--- config.mk ---
export PLATFORM = sky130hd
export DESIGN_NAME = mep_div
export DESIGN_NICKNAME = d
export VERILOG_FILES = /design/src/hdl/mandelbrot_escape_pixel_unit_defines.svh /design/src/hdl/mep_pkg.sv /design/src/hdl/mep_div.sv
export SDC_FILE = /design/constraint.sdc
export NUM_CORES = 1
export LEC_CHECK = 0
export ABC_AREA = 1
export BUFFER_PORTS_ARGS = -buffer_cell sky130_fd_sc_hd__buf_2
export CORE_UTILIZATION = 50
export CTS_CLUSTER_DIAMETER = 100
export CTS_CLUSTER_SIZE = 24
export DETAILED_ROUTE_END_ITERATION = 6
export GPL_TIMING_DRIVEN = 1
export PLACE_DENSITY = 0.73
export SETUP_SLACK_MARGIN = 0.15
export SYNTH_ARGS = -nofsm -noshare
export SYNTH_HDL_FRONTEND = slang
export SYNTH_SLANG_ARGS = --single-unit
export TNS_END_PERCENT = 5
--- constraint.sdc ---
create_clock -name aclk -period 2.2 [get_ports aclk]
set_input_delay 0.11 -clock aclk [delete_from_list [all_inputs] [get_ports aclk]]
set_output_delay 0.11 -clock aclk [all_outputs]
set_load 0.01 [all_outputs]
--- src/hdl/mandelbrot_escape_pixel_unit_defines.svh ---
// Assertion macros for the escape-time pixel unit.
// Included by modules that carry concurrent checks; expects aclk and aresetn in scope.
`ifndef MANDELBROT_ESCAPE_PIXEL_UNIT_DEFINES_SVH
`define MANDELBROT_ESCAPE_PIXEL_UNIT_DEFINES_SVH

// check out of reset
`define MEP_ASSERT(label, prop, msg) \
    label: assert property (@(posedge aclk) disable iff (!aresetn) prop) else $error(msg);

// check on every edge, reset included
`define MEP_ASSERT_ALWAYS(label, prop, msg) \
    label: assert property (@(posedge aclk) prop) else $error(msg);

`endif

--- src/hdl/mep_pkg.sv ---
// Shared constants, types and helper functions of the escape-time pixel unit.
// No dependencies; used by mep_div and mandelbrot_escape_pixel_unit.
`timescale 1ns / 1ps
`default_nettype none

package mep_pkg;

    localparam int MAX_ITERATIONS  = 35;
    localparam int COORD_FRAC_BITS = 28;
    localparam int DIM_BITS        = 12;

    localparam int COORD_W    = COORD_FRAC_BITS + 4;
    localparam int DEN_W      = DIM_BITS + 1;
    localparam int CFG_DATA_W = DEN_W;
    localparam int CFG_IDX_W  = 2;
    localparam int NUM_W      = DIM_BITS + 2;
    localparam int DVD_W      = NUM_W + COORD_FRAC_BITS;
    localparam int DVDX_W     = DVD_W + 1;
    localparam int CNT_W      = $clog2(DVD_W + 1);
    localparam int GREY_W     = 16;
    localparam int STEP_W     = $clog2(MAX_ITERATIONS + 1);
    localparam int MULB_W     = GREY_W + STEP_W;
    localparam int MUL_W      = ((COORD_W > 2 * GREY_W) ? COORD_W : 2 * GREY_W) + 1;
    localparam int PROD_W     = 2 * (MUL_W - 1);
    localparam int SUM_W      = PROD_W - COORD_FRAC_BITS + 1;
    localparam int ROOT_W     = 4 * GREY_W + MULB_W;

    localparam logic [DEN_W-1:0]   DIM_RESET  = DEN_W'(1024);
    localparam logic [COORD_W-1:0] COORD_MAX  = {1'b0, {(COORD_W - 1){1'b1}}};
    localparam logic [COORD_W-1:0] COORD_MIN  = {1'b1, {(COORD_W - 1){1'b0}}};
    localparam logic [DVDX_W-1:0]  OFF_X      = DVDX_W'(2) << COORD_FRAC_BITS;
    localparam logic [DVDX_W-1:0]  OFF_Y      = DVDX_W'(3) << (COORD_FRAC_BITS - 1);
    localparam logic [PROD_W-1:0]  ESC_LIMIT  = PROD_W'(1) << (2 * COORD_FRAC_BITS + 2);

    typedef enum logic [CFG_IDX_W-1:0] {
        CFG_IMAGE_WIDTH  = 2'd0,
        CFG_IMAGE_HEIGHT = 2'd1
    } cfg_reg_t;

    typedef enum logic [3:0] {
        ST_IDLE,
        ST_DIV_X,
        ST_DIV_Y,
        ST_STEP,
        ST_SQ_X,
        ST_SQ_Y,
        ST_TEST,
        ST_R_G2,
        ST_R_G4,
        ST_R_LO,
        ST_R_HI,
        ST_R_CMP,
        ST_WRITE
    } mep_state_t;

    function automatic logic signed [COORD_W-1:0] sat_coord(input logic signed [SUM_W-1:0] v);
        logic [SUM_W-COORD_W:0] top;
        top = v[SUM_W-1:COORD_W-1];
        if ((&top) || !(|top)) begin
            return v[COORD_W-1:0];
        end
        return v[SUM_W-1] ? COORD_MIN : COORD_MAX;
    endfunction

    function automatic logic signed [COORD_W-1:0] map_coord(input logic [DVD_W-1:0] q,
                                                            input logic [DVDX_W-1:0] off);
        logic [DVDX_W-1:0]         d;
        logic [DVDX_W-COORD_W:0]   top;
        d   = {1'b0, q} - off;
        top = d[DVDX_W-1:COORD_W-1];
        if ((&top) || !(|top)) begin
            return d[COORD_W-1:0];
        end
        return d[DVDX_W-1] ? COORD_MIN : COORD_MAX;
    endfunction

endpackage

`default_nettype wire

--- src/hdl/mep_div.sv ---
// Restoring shift-subtract divider, one quotient bit per cycle, fraction bits appended.
// Depends on mep_pkg for the operand and quotient widths.
`timescale 1ns / 1ps
`default_nettype none

module mep_div (
    input  logic                        aclk,
    input  logic                        aresetn,
    input  logic                        start,
    input  logic [mep_pkg::NUM_W-1:0]   num,
    input  logic [mep_pkg::DEN_W-1:0]   den,
    output logic                        done,
    output logic [mep_pkg::DVD_W-1:0]   quo
);
    import mep_pkg::*;

    logic               busy_reg, busy_next;
    logic               done_reg, done_next;
    logic [CNT_W-1:0]   cnt_reg, cnt_next;
    logic [DVD_W-1:0]   dvd_reg, dvd_next;
    logic [DEN_W-1:0]   rem_reg, rem_next;
    logic [DEN_W-1:0]   den_reg, den_next;
    logic [DEN_W:0]     trial;

    assign trial = {rem_reg, dvd_reg[DVD_W-1]};

    always_comb begin
        busy_next = busy_reg;
        done_next = 1'b0;
        cnt_next  = cnt_reg;
        dvd_next  = dvd_reg;
        rem_next  = rem_reg;
        den_next  = den_reg;
        if (start) begin
            dvd_next  = {num, {COORD_FRAC_BITS{1'b0}}};
            rem_next  = '0;
            den_next  = (den == '0) ? DEN_W'(1) : den;
            cnt_next  = CNT_W'(DVD_W);
            busy_next = 1'b1;
        end else if (busy_reg) begin
            if (trial >= {1'b0, den_reg}) begin
                rem_next = DEN_W'(trial - {1'b0, den_reg});
                dvd_next = {dvd_reg[DVD_W-2:0], 1'b1};
            end else begin
                rem_next = trial[DEN_W-1:0];
                dvd_next = {dvd_reg[DVD_W-2:0], 1'b0};
            end
            cnt_next = cnt_reg - CNT_W'(1);
            if (cnt_reg == CNT_W'(1)) begin
                busy_next = 1'b0;
                done_next = 1'b1;
            end
        end
    end

    always_ff @(posedge aclk) begin
        if (!aresetn) begin
            busy_reg <= 1'b0;
            done_reg <= 1'b0;
            cnt_reg  <= '0;
        end else begin
            busy_reg <= busy_next;
            done_reg <= done_next;
            cnt_reg  <= cnt_next;
        end
    end

    always_ff @(posedge aclk) begin
        dvd_reg <= dvd_next;
        rem_reg <= rem_next;
        den_reg <= den_next;
    end

    assign done = done_reg;
    assign quo  = dvd_reg;

endmodule

`default_nettype wire

==> results.py <==
metrics = {
    "global_route": {
        "grt.total_usage": 0.2382,
        "grt-ovfl-total": 0,
        "grt_pass1_vias": 3192,
        "antenna_found_initial": 0,
        "grt_pass1_wl_um": 14480,
        "grt_max_degree": 41,
    },
    "cells_and_area": {
        "fill_cells": 578,
        "layout.cells.most_common_list": "nand2_1, inv_1, buf_2",
        "drive_above_1_share": 0.2617,
        "nNetsFinal": 595,
        "areaGrowthSynthToFinish_pct": 24.66,
        "final_common_cell": "nand2_1",
        "diodes": 0,
        "stdcell_count": 653,
        "largest_reg_flops": 42,
    },
    "floorplanning": {
        "coreArea_um2": 7331,
        "die_h_um": 89.37,
        "io_pins": 73,
        "rows": 31,
        "fp.dieW_um": 89.37,
        "start_util": 0.5206,
        "die_area_um2": 7986,
    },
    "routing": {
        "vias": 3377,
        "remaining_drc_errors": 0,
        "drtAntennaViolNets": 0,
        "drtIter0Drc": 316,
        "drt_wl_total_um": 9106,
        "first_pass_iters": 5,
        "via_per_inst": 5.172,
        "wl_per_cell_um": 13.94,
    },
    "timing": {
        "period_share": 0.9295,
        "relSlewSlack": 0.7036,
        "worst_slew_pin_slew_ps": 444.0,
        "tns_ps": 0,
        "clock-skew-final_ps": 8.377,
        "hold_viol": 0,
        "rsz0062_at_grt": "yes",
        "min_period_ps": 2045,
        "drv_slew": 0,
        "finalSetupViolCount": 0,
        "max_freq_ghz": 0.4890,
    },
    "placement": {
        "dp.final_hpwl_um": 6224,
        "io_buffers": 72,
        "place.gp.congestion": 0.8861,
        "place_inst": 612,
    },
    "logic_synthesis": {
        "yosys_warnings": 0,
        "synthFlopType": "dfxtp_1",
        "ys_seq_area_frac": 0.4695,
        "synth-edff-count": 27,
        "syn_inst": 460,
        "synth.cell_area_um2": 3816,
        "synth_seq_cells": 76,
        "synth_nets": 506,
        "synth.distinct_cells": 40,
        "syn_avg_cell_area_um2": 8.296,
        "synth-async-reset-ratio": 0,
    },
    "clock_network": {
        "cts_tree": "done",
        "clk_latency_ps": 330,
        "h-tree-depth": 3,
        "path_clk_slew_ps": 80,
        "clockBufferDepth": 2,
        "cts-root-buf": "clkbuf_8",
        "clock-sinks": 76,
        "cts_buffers": 9,
    },
    "worst_setup_path": {
        "path_max_fanout": 8,
        "cp_cell_sequence": "inv_2 > ha_4 > inv_4 > fa_2 > nand2_1 > nand2_1 > nand3_2 > nand2_2 > nand2_4 > buf_6 > nand4_1 > nand3_1 > nand2_1",
        "arrival_ps": 2260,
        "path_common_cell": "nand2_1",
        "critPathKind": "reg2reg",
        "critical_path.n_buffers_inverters": 3,
        "cp-start-kind": "flop",
        "slowest_stage": "edfxtp_1",
        "cp_top_family": "simple AND/OR/NAND/NOR gates",
        "worst_ep_required_time_ps": 2410,
        "worst_path_largest_cell_delay_ps": 400,
        "end_kind": "flop",
    },
    "power": {
        "p_leak_uw": 0.002312,
        "power_uw": 3082,
        "powerDensity_nw_per_um2": 647.9,
        "ir_drop_v": 0.0005615,
    },
    "run": {
        "maxCapViolCount": 0,
    },
    "status": {
        "status": "finished clean",
    },
    "hold_path": {
        "hold_path.class": "in2reg",
    },
}
## power breakdown
group / total [µW] / switching [µW] / internal, µW
Sequential: 1540 / 29.2 / 1520
Combinational: 386 / 228 / 158
Clock: 1150 / 515 / 636
## worst paths after layout
check | slack, ps | startpoint | end | depth (start not counted)
worst max-delay path | 160 | quo[41] | rem_reg[9] | 13
worst min-delay path | 20 | aresetn | cnt_reg[5] | 3
worst max register to register | 160 | quo[41] | rem_reg[9] | 13
worst min register to register | 480 | rem_reg[1] | rem_reg[1] | 2
## kinds of logic (layout without fill, tap and decap cells)
kind of cell	Yosys count	count (layout)	synth area share
adders and majority gates	16	16	0.05443
xor gates and xnor gates	6	6	0.01377
and+or+nand+nor	181	184	0.2252
buffers and inverters	120	211	0.1243
AOI/OAI and AO/OA	61	61	0.1128
DFF	76	76	0.4695
## final cells by class
class / count / area, µm² / share of cell area
flip-flops and latches: 76 / 1792 / 0.3766
multi-input cells: 267 / 1628 / 0.3422
repair buffers: 100 / 626.9 / 0.1318
inverters: 95 / 359.1 / 0.07549
clock buffers: 11 / 162.7 / 0.03419
well taps: 99 / 123.9 / 0.02604
clock inverters: 5 / 65.06 / 0.01368
## timing repair
action	CTS	global route
resized for setup	0	13
hold buffers	12	0
endpoints found under the setup margin	7	14
buffers inserted	0	10
hold endpoints to repair	12	0
pin swaps	0	11
cloned	1	2
## routing by layer
layer | GRT usage | wire length, µm
met4 | 0.1053 | 320
met1 | 0.3084 | 3930
met3 | 0.06556 | 690
met2 | 0.3734 | 4164
met5 | 0 | 0
## synthesized netlist by cell type (2+ instances only)
master     n  area [µm²]
nand2_1   96       360.4
inv_1     90       337.8
dfxtp_1   49       980.9
edfxtp_1  27       810.8
o22ai_1   27       168.9
nor2_1    24       90.09
nand3_1   21       105.1
clkbuf_1  18       67.56
ha_1      15       187.7
a22o_1    13       113.9
nand4_1   12       75.07
nand2_2    6       37.54
o21ai_0    6       30.03
a21oi_1    5       25.02
inv_2      5       18.77
nand3_2    5       50.05
nor2_2     5       31.28
xnor2_1    4       35.03
buf_2      3       15.01
nor3_1     3       15.01
nor4_1     3       18.77
buf_1      2       7.510
nor3b_1    2       15.01
o21ai_2    2       17.52
xor2_1     2       17.52
## per-stage QoR
step	cell area (µm²)	util	setup slack (ps)	hold slack (ps)
after floorplan	3819	-	178.7	222.5
final	4757	0.6489	155.0	23.67
after CTS	4603	0.6279	102.2	9.501
after global placement	4245	0.5791	183.2	303.7
after global routing	4757	0.6489	69.97	27.45
after detailed placement	4245	0.5791	108.1	303.4
## tightest hold or removal path, stage by stage
cell and delay, ps:
buf_2 100, o21ai_0 70, inv_1 40
(Power assumes the default switching activity.)
